**config.mk**
```make
export PLATFORM = sky130hd
export DESIGN_NAME = wrs_cell
export DESIGN_NICKNAME = d
export VERILOG_FILES = /design/src/design/weighted_random_select_unit_assert.svh /design/src/design/wrs_pkg.sv /design/src/design/wrs_cell.sv
export SDC_FILE = /design/constraint.sdc
export NUM_CORES = 1
export LEC_CHECK = 0
export ABC_AREA = 1
export BUFFER_PORTS_ARGS = -buffer_cell sky130_fd_sc_hd__buf_2
export CAP_MARGIN = 20
export CORE_MARGIN = 4
export CORE_UTILIZATION = 45
export CTS_CLUSTER_SIZE = 28
export DETAILED_ROUTE_END_ITERATION = 16
export PLACE_DENSITY_LB_ADDON = 0.25
export SYNTH_ARGS = -nofsm -noshare
export SYNTH_HDL_FRONTEND = slang
export SYNTH_SLANG_ARGS = --single-unit
```
**constraint.sdc**
```tcl
create_clock -name clk -period 2.14 [get_ports clk]
set_input_delay 0.642 -clock clk [delete_from_list [all_inputs] [get_ports clk]]
set_output_delay 0.642 -clock clk [all_outputs]
set_load 0.05 [all_outputs]
```
**src/design/weighted_random_select_unit_assert.svh**
```systemverilog
// Assertion macros for the weighted random select unit; they use the enclosing clk and arst_n.
`ifndef WEIGHTED_RANDOM_SELECT_UNIT_ASSERT_SVH
`define WEIGHTED_RANDOM_SELECT_UNIT_ASSERT_SVH

`ifndef SYNTH
// Checks that a property holds at every clock edge outside reset.
`define WRS_ASSERT(lbl, prop, msg) \
	lbl: assert property (@(posedge clk) disable iff (!arst_n) (prop)) else $error(msg);
// Checks that a condition is never true at a clock edge outside reset.
`define WRS_ASSERT_NEVER(lbl, cond, msg) \
	lbl: assert property (@(posedge clk) disable iff (!arst_n) !(cond)) else $error(msg);
`else
`define WRS_ASSERT(lbl, prop, msg)
`define WRS_ASSERT_NEVER(lbl, cond, msg)
`endif

`endif

```
**src/design/wrs_pkg.sv**
```systemverilog
// Shared types and constants for the weighted random select unit.
`default_nettype none

package wrs_pkg;

	localparam int DATA_W          = 14;
	localparam int IDX_OUT_W       = 7;
	localparam int CNT_W           = 8;
	localparam int MAX_OPTIONS_DEF = 128;

	localparam logic [DATA_W-1:0] SCALE = 14'd10000;

	typedef enum logic [1:0] {
		CMD_WRITE  = 2'd0,
		CMD_SELECT = 2'd1,
		CMD_CHANCE = 2'd2
	} cmd_t;

	// Control part of the selection token that walks the cell chain.
	typedef struct packed {
		logic valid;
		logic found;
	} tok_ctl_t;

endpackage

`default_nettype wire

```
**src/design/wrs_cell.sv**
```systemverilog
// One cell of the selection chain: holds one weight and steps the token past it.
`default_nettype none

module wrs_cell #(
	parameter int MAX_OPTIONS = wrs_pkg::MAX_OPTIONS_DEF,
	parameter int CELL_INDEX  = 0
) (
	input  wire logic                             clk,
	input  wire logic                             arst_n,
	input  wire logic                             wr_en,
	input  wire logic [wrs_pkg::IDX_OUT_W-1:0]    wr_index,
	input  wire logic [wrs_pkg::DATA_W-1:0]       wr_data,
	input  wire logic [wrs_pkg::CNT_W-1:0]        option_count,
	input  wire wrs_pkg::tok_ctl_t                tok_in,
	input  wire logic [wrs_pkg::DATA_W-1:0]       rem_in,
	input  wire logic [$clog2(MAX_OPTIONS)-1:0]   pick_in,
	output wrs_pkg::tok_ctl_t                     tok_out,
	output logic [wrs_pkg::DATA_W-1:0]            rem_out,
	output logic [$clog2(MAX_OPTIONS)-1:0]        pick_out
);

	localparam int IdxW = $clog2(MAX_OPTIONS);
	localparam int CmpW = (IdxW + 1 > wrs_pkg::CNT_W) ? IdxW + 1 : wrs_pkg::CNT_W;
	localparam logic [CmpW-1:0] MyIdx  = CmpW'(CELL_INDEX);
	localparam logic [IdxW-1:0] MyPick = IdxW'(CELL_INDEX);

	logic [wrs_pkg::DATA_W-1:0] weight_q;
	wrs_pkg::tok_ctl_t          tok_d;
	wrs_pkg::tok_ctl_t          tok_q;
	logic [wrs_pkg::DATA_W-1:0] rem_d;
	logic [wrs_pkg::DATA_W-1:0] rem_q;
	logic [IdxW-1:0]            pick_d;
	logic [IdxW-1:0]            pick_q;
	logic                       wr_hit;
	logic                       active;

	assign wr_hit = wr_en && (CmpW'(wr_index) == MyIdx);
	// Cells at or beyond the configured count pass the token through untouched.
	assign active = CmpW'(option_count) > MyIdx;

	always_ff @(posedge clk) begin
		if (wr_hit) begin
			weight_q <= wr_data;
		end
	end

	always_comb begin
		tok_d  = tok_in;
		rem_d  = rem_in;
		pick_d = pick_in;
		if (tok_in.valid && !tok_in.found && active) begin
			if (rem_in <= weight_q) begin
				tok_d.found = 1'b1;
				pick_d      = MyPick;
			end else begin
				rem_d = rem_in - weight_q;
			end
		end
	end

	always_ff @(posedge clk or negedge arst_n) begin
		if (!arst_n) begin
			tok_q <= '0;
		end else begin
			tok_q <= tok_d;
		end
	end

	always_ff @(posedge clk) begin
		rem_q  <= rem_d;
		pick_q <= pick_d;
	end

	assign tok_out  = tok_q;
	assign rem_out  = rem_q;
	assign pick_out = pick_q;

endmodule

`default_nettype wire

```
==> out/qor.txt <==
Status: finished clean
Worst vdd ir: 631.2 uV
DP Worst Slack: -0.1732 ns
Via-to-Cell Ratio: 4.358
Worst hold-check path type: primary input to async pin
Final Cycle Share: 0.9034
Via count: 2,070
LEAKAGE: 1.720 nW
WP data arrival: 2.12 ns
TritonCTS sink count: 37
Required time of the critical path: 2.33 ns
Avg WL per Cell: 10.06 um
Rows: 25
Fillers: 426
Final WS setup: 0.2068 ns
First-pass GRT wire length: 8.162 mm
Final Core Density: 0.6379
Antenna cells: 0
CP endpoint kind: flip-flop
Fin. max-slew vios: 0
Maximum root-to-sink buffer count: 2
Hpwl dp: 4.086 mm
Reg power frac: 0.420
Antenna violations before repair: 0
Final cell count without fillers: 475
NumNets Final: 477
Switching Share: 0.2892
Actual slew at the worst max-slew pin: 0.2898 ns
FF+latch count, synth: 37
Tot GR Track Use: 0.1670
Die Ht: 77.74 um
Top-count cell post-synth: nand2_1
Unrepaired setup endpoints after global routing: false
Top cell type's share of synthesized area: 0.1921
Setup CP Type: primary input to flip-flop
Total wire length: 4.778 mm
Worst Setup Start Kind: primary input
TritonCTS clock tree: done
Area grow syn2layout: 37.68%
DRT antenna net count: 0
Mapped Area: 2188 sq um
IO Port Bufs: 77
Clk_lat worst skew: 0.28 ns
Largest net degree at the start of global routing: 15
Synth warnings: 0
Clock Pin Slew Worst Setup and Hold Paths: 0.08 ns
Hold buffers post-CTS: 0
Post-synth top area cell: dfxtp_1
GP Congestion: 0.8453
Die Area: 6043 sq um
DR iter-0 viols: 105
Die X-Extent: 77.74 um
CTS root buf: clkbuf_8
Final Hold Fails: 0
Setup TNS: 0 ns
Share of layout cells above drive strength 1: 0.3333
Clock skew: 0.009145 ns
Async SR Flop Fraction: 0.05405
Final setup viols: 0
Mapped Nets: 365
Fmax: 517.3 MHz
Total gr overflow: 0
Clk pwr share: 0.344
Slew margin rel.: 0.8061
Switching Power: 0.5297 mW
I/O Pins: 78
First drt pass iteration count: 4
Maxcap violations: 0
Top post-synthesis cells by count: 83 x nand2_1, 67 x inv_1, 34 x nor2_1
Logic pwr share: 0.236
Synth Flop Type: dfxtp_1
Post-synth EDFFs: 14
Synth area leaders: dfxtp_1 19%, edfxtp_1 19%, nand2_1 14%, inv_1 11%, ha_1 8.0%
Fin crit period: 1.933 ns
Post-synthesis cell count: 295
Total power: 1.831 mW
Number of buffers created by CTS: 5
PD cells: 607.9 nW/um^2
Seq/Total Area, Yosys: 0.4071
Internal: 1.302 mW
Vias in the first global route: 2,004
Drt drc: 0
Placed cells: 467
Syn_area_per_cell: 7.418 sq um
H-Tree Depth: 2
Synth unique cells: 26
Max Fanout on Critical Path: 14
Core area: 4723 sq um
Initial core utilization: 0.4633
==> registers in the layout (all words and copies together), names as in the netlist <==
| name | cells |
|---|---|
| pick_out | 7 |
| weight_q | 14 |
| tok_out | 2 |
| rem_out | 14 |
==> worst max-delay path, cell delays in order <==
cell and delay [ns]:
buf_2 0.09, inv_1 0.04, ha_1 0.21, fa_2 0.35, inv_2 0.08, nand2_1 0.06, nand3_2 0.07, nand2_1 0.07
nand2_2 0.09, nand3_4 0.09, buf_12 0.17, nor2_1 0.10, nor2_1 0.05
==> placed cells by master, fill, tap and decap left out <==
| master | netlist | final |
|---|---|---|
| nor2_2 | 4 | 3 |
| buf_12 | 0 | 2 |
| fa_2 | 0 | 1 |
| dfxtp_1 | 21 | 21 |
| nor2_4 | 1 | 2 |
| buf_4 | 0 | 28 |
| clkbuf_8 | 0 | 6 |
| a21oi_1 | 6 | 6 |
| xor2_1 | 3 | 3 |
| dfrtp_1 | 2 | 2 |
| o21ai_2 | 9 | 9 |
| nand2_1 | 83 | 83 |
| nand2_2 | 3 | 3 |
| nand3_4 | 1 | 1 |
| ha_1 | 14 | 14 |
| nor3_1 | 2 | 2 |
| clkinvlp_4 | 0 | 1 |
| nand3_1 | 14 | 14 |
| bufinv_16 | 0 | 1 |
| xnor2_1 | 4 | 4 |
| inv_2 | 0 | 1 |
| edfxtp_1 | 14 | 14 |
| nand3_2 | 1 | 1 |
| a21boi_0 | 1 | 1 |
| nor4_1 | 1 | 1 |
| inv_1 | 67 | 66 |
| and2_1 | 2 | 2 |
| o21ai_0 | 1 | 1 |
| and3_1 | 1 | 1 |
| buf_2 | 0 | 77 |
| nor2_1 | 34 | 34 |
| nand4_1 | 3 | 3 |
==> final timing paths <==
check / from / endpoint / slack [ns] / cells after the start
hold / removal: arst_n / tok_out[0] / 0.13 / 1
min in group clk: tok_in[1] / tok_out[1] / 0.48 / 1
setup / recovery: rem_in[0] / rem_out[11] / 0.21 / 13
setup reg to reg: weight_q[0] / rem_out[11] / 0.33 / 11
hold reg to reg: weight_q[0] / rem_out[0] / 0.58 / 2
max in group asynchronous: arst_n / tok_out[1] / 1.91 / 1
==> kinds of logic after synthesis <==
logic type	count (synthesis)	share of synthesized area
xor+xnor	7	0.02802
fa+ha+maj	15	0.08920
compound gates	17	0.05546
simple gates	150	0.2950
flops	37	0.4071
buf+inv	69	0.1252
==> power groups by stage <==
stage	logic (mW)	clock network, mW	registers (mW)
after CTS	0.433	0.645	0.770
after detailed placement	0.432	0	0.786
after global routing	0.475	0.688	0.773
final	0.432	0.630	0.770
after global placement	0.423	0	0.786
after floorplan	0.159	0	0.906
==> per-stage QoR <==
step	hold WS [ns]	area [sq um]
floorplan	0.3464	2188
global placement	0.4300	2885
detailed placement	0.4317	2885
CTS	0.1260	3005
global route	0.1133	3013
finish	0.1315	3013
==> per-layer routing <==
metal  track usage  wire length (um)  up-vias
li1              -                 -     1115
met1        0.1883              1995      885
met2        0.2911              2284       62
met3       0.06265               439        8
met4       0.04982                58        0
met5             0                 0        -
==> layout make-up <==
| type | count | area [sq um] | area share |
|---|---|---|---|
| clock buffer | 6 | 82.58 | 0.02741 |
| clock inverter | 2 | 37.54 | 0.01246 |
| inverter | 67 | 251.5 | 0.08347 |
| multi-input combinational | 189 | 1031 | 0.3422 |
| sequential | 37 | 890.9 | 0.2957 |
| tap | 67 | 83.83 | 0.02782 |
| timing repair buffer | 107 | 635.6 | 0.2110 |
==> what timing repair did <==
item,CTS,global route
endpoints found under the setup margin,0,4
setup buffers,0,0
resized for setup,0,3
(Power assumes the default switching activity.)
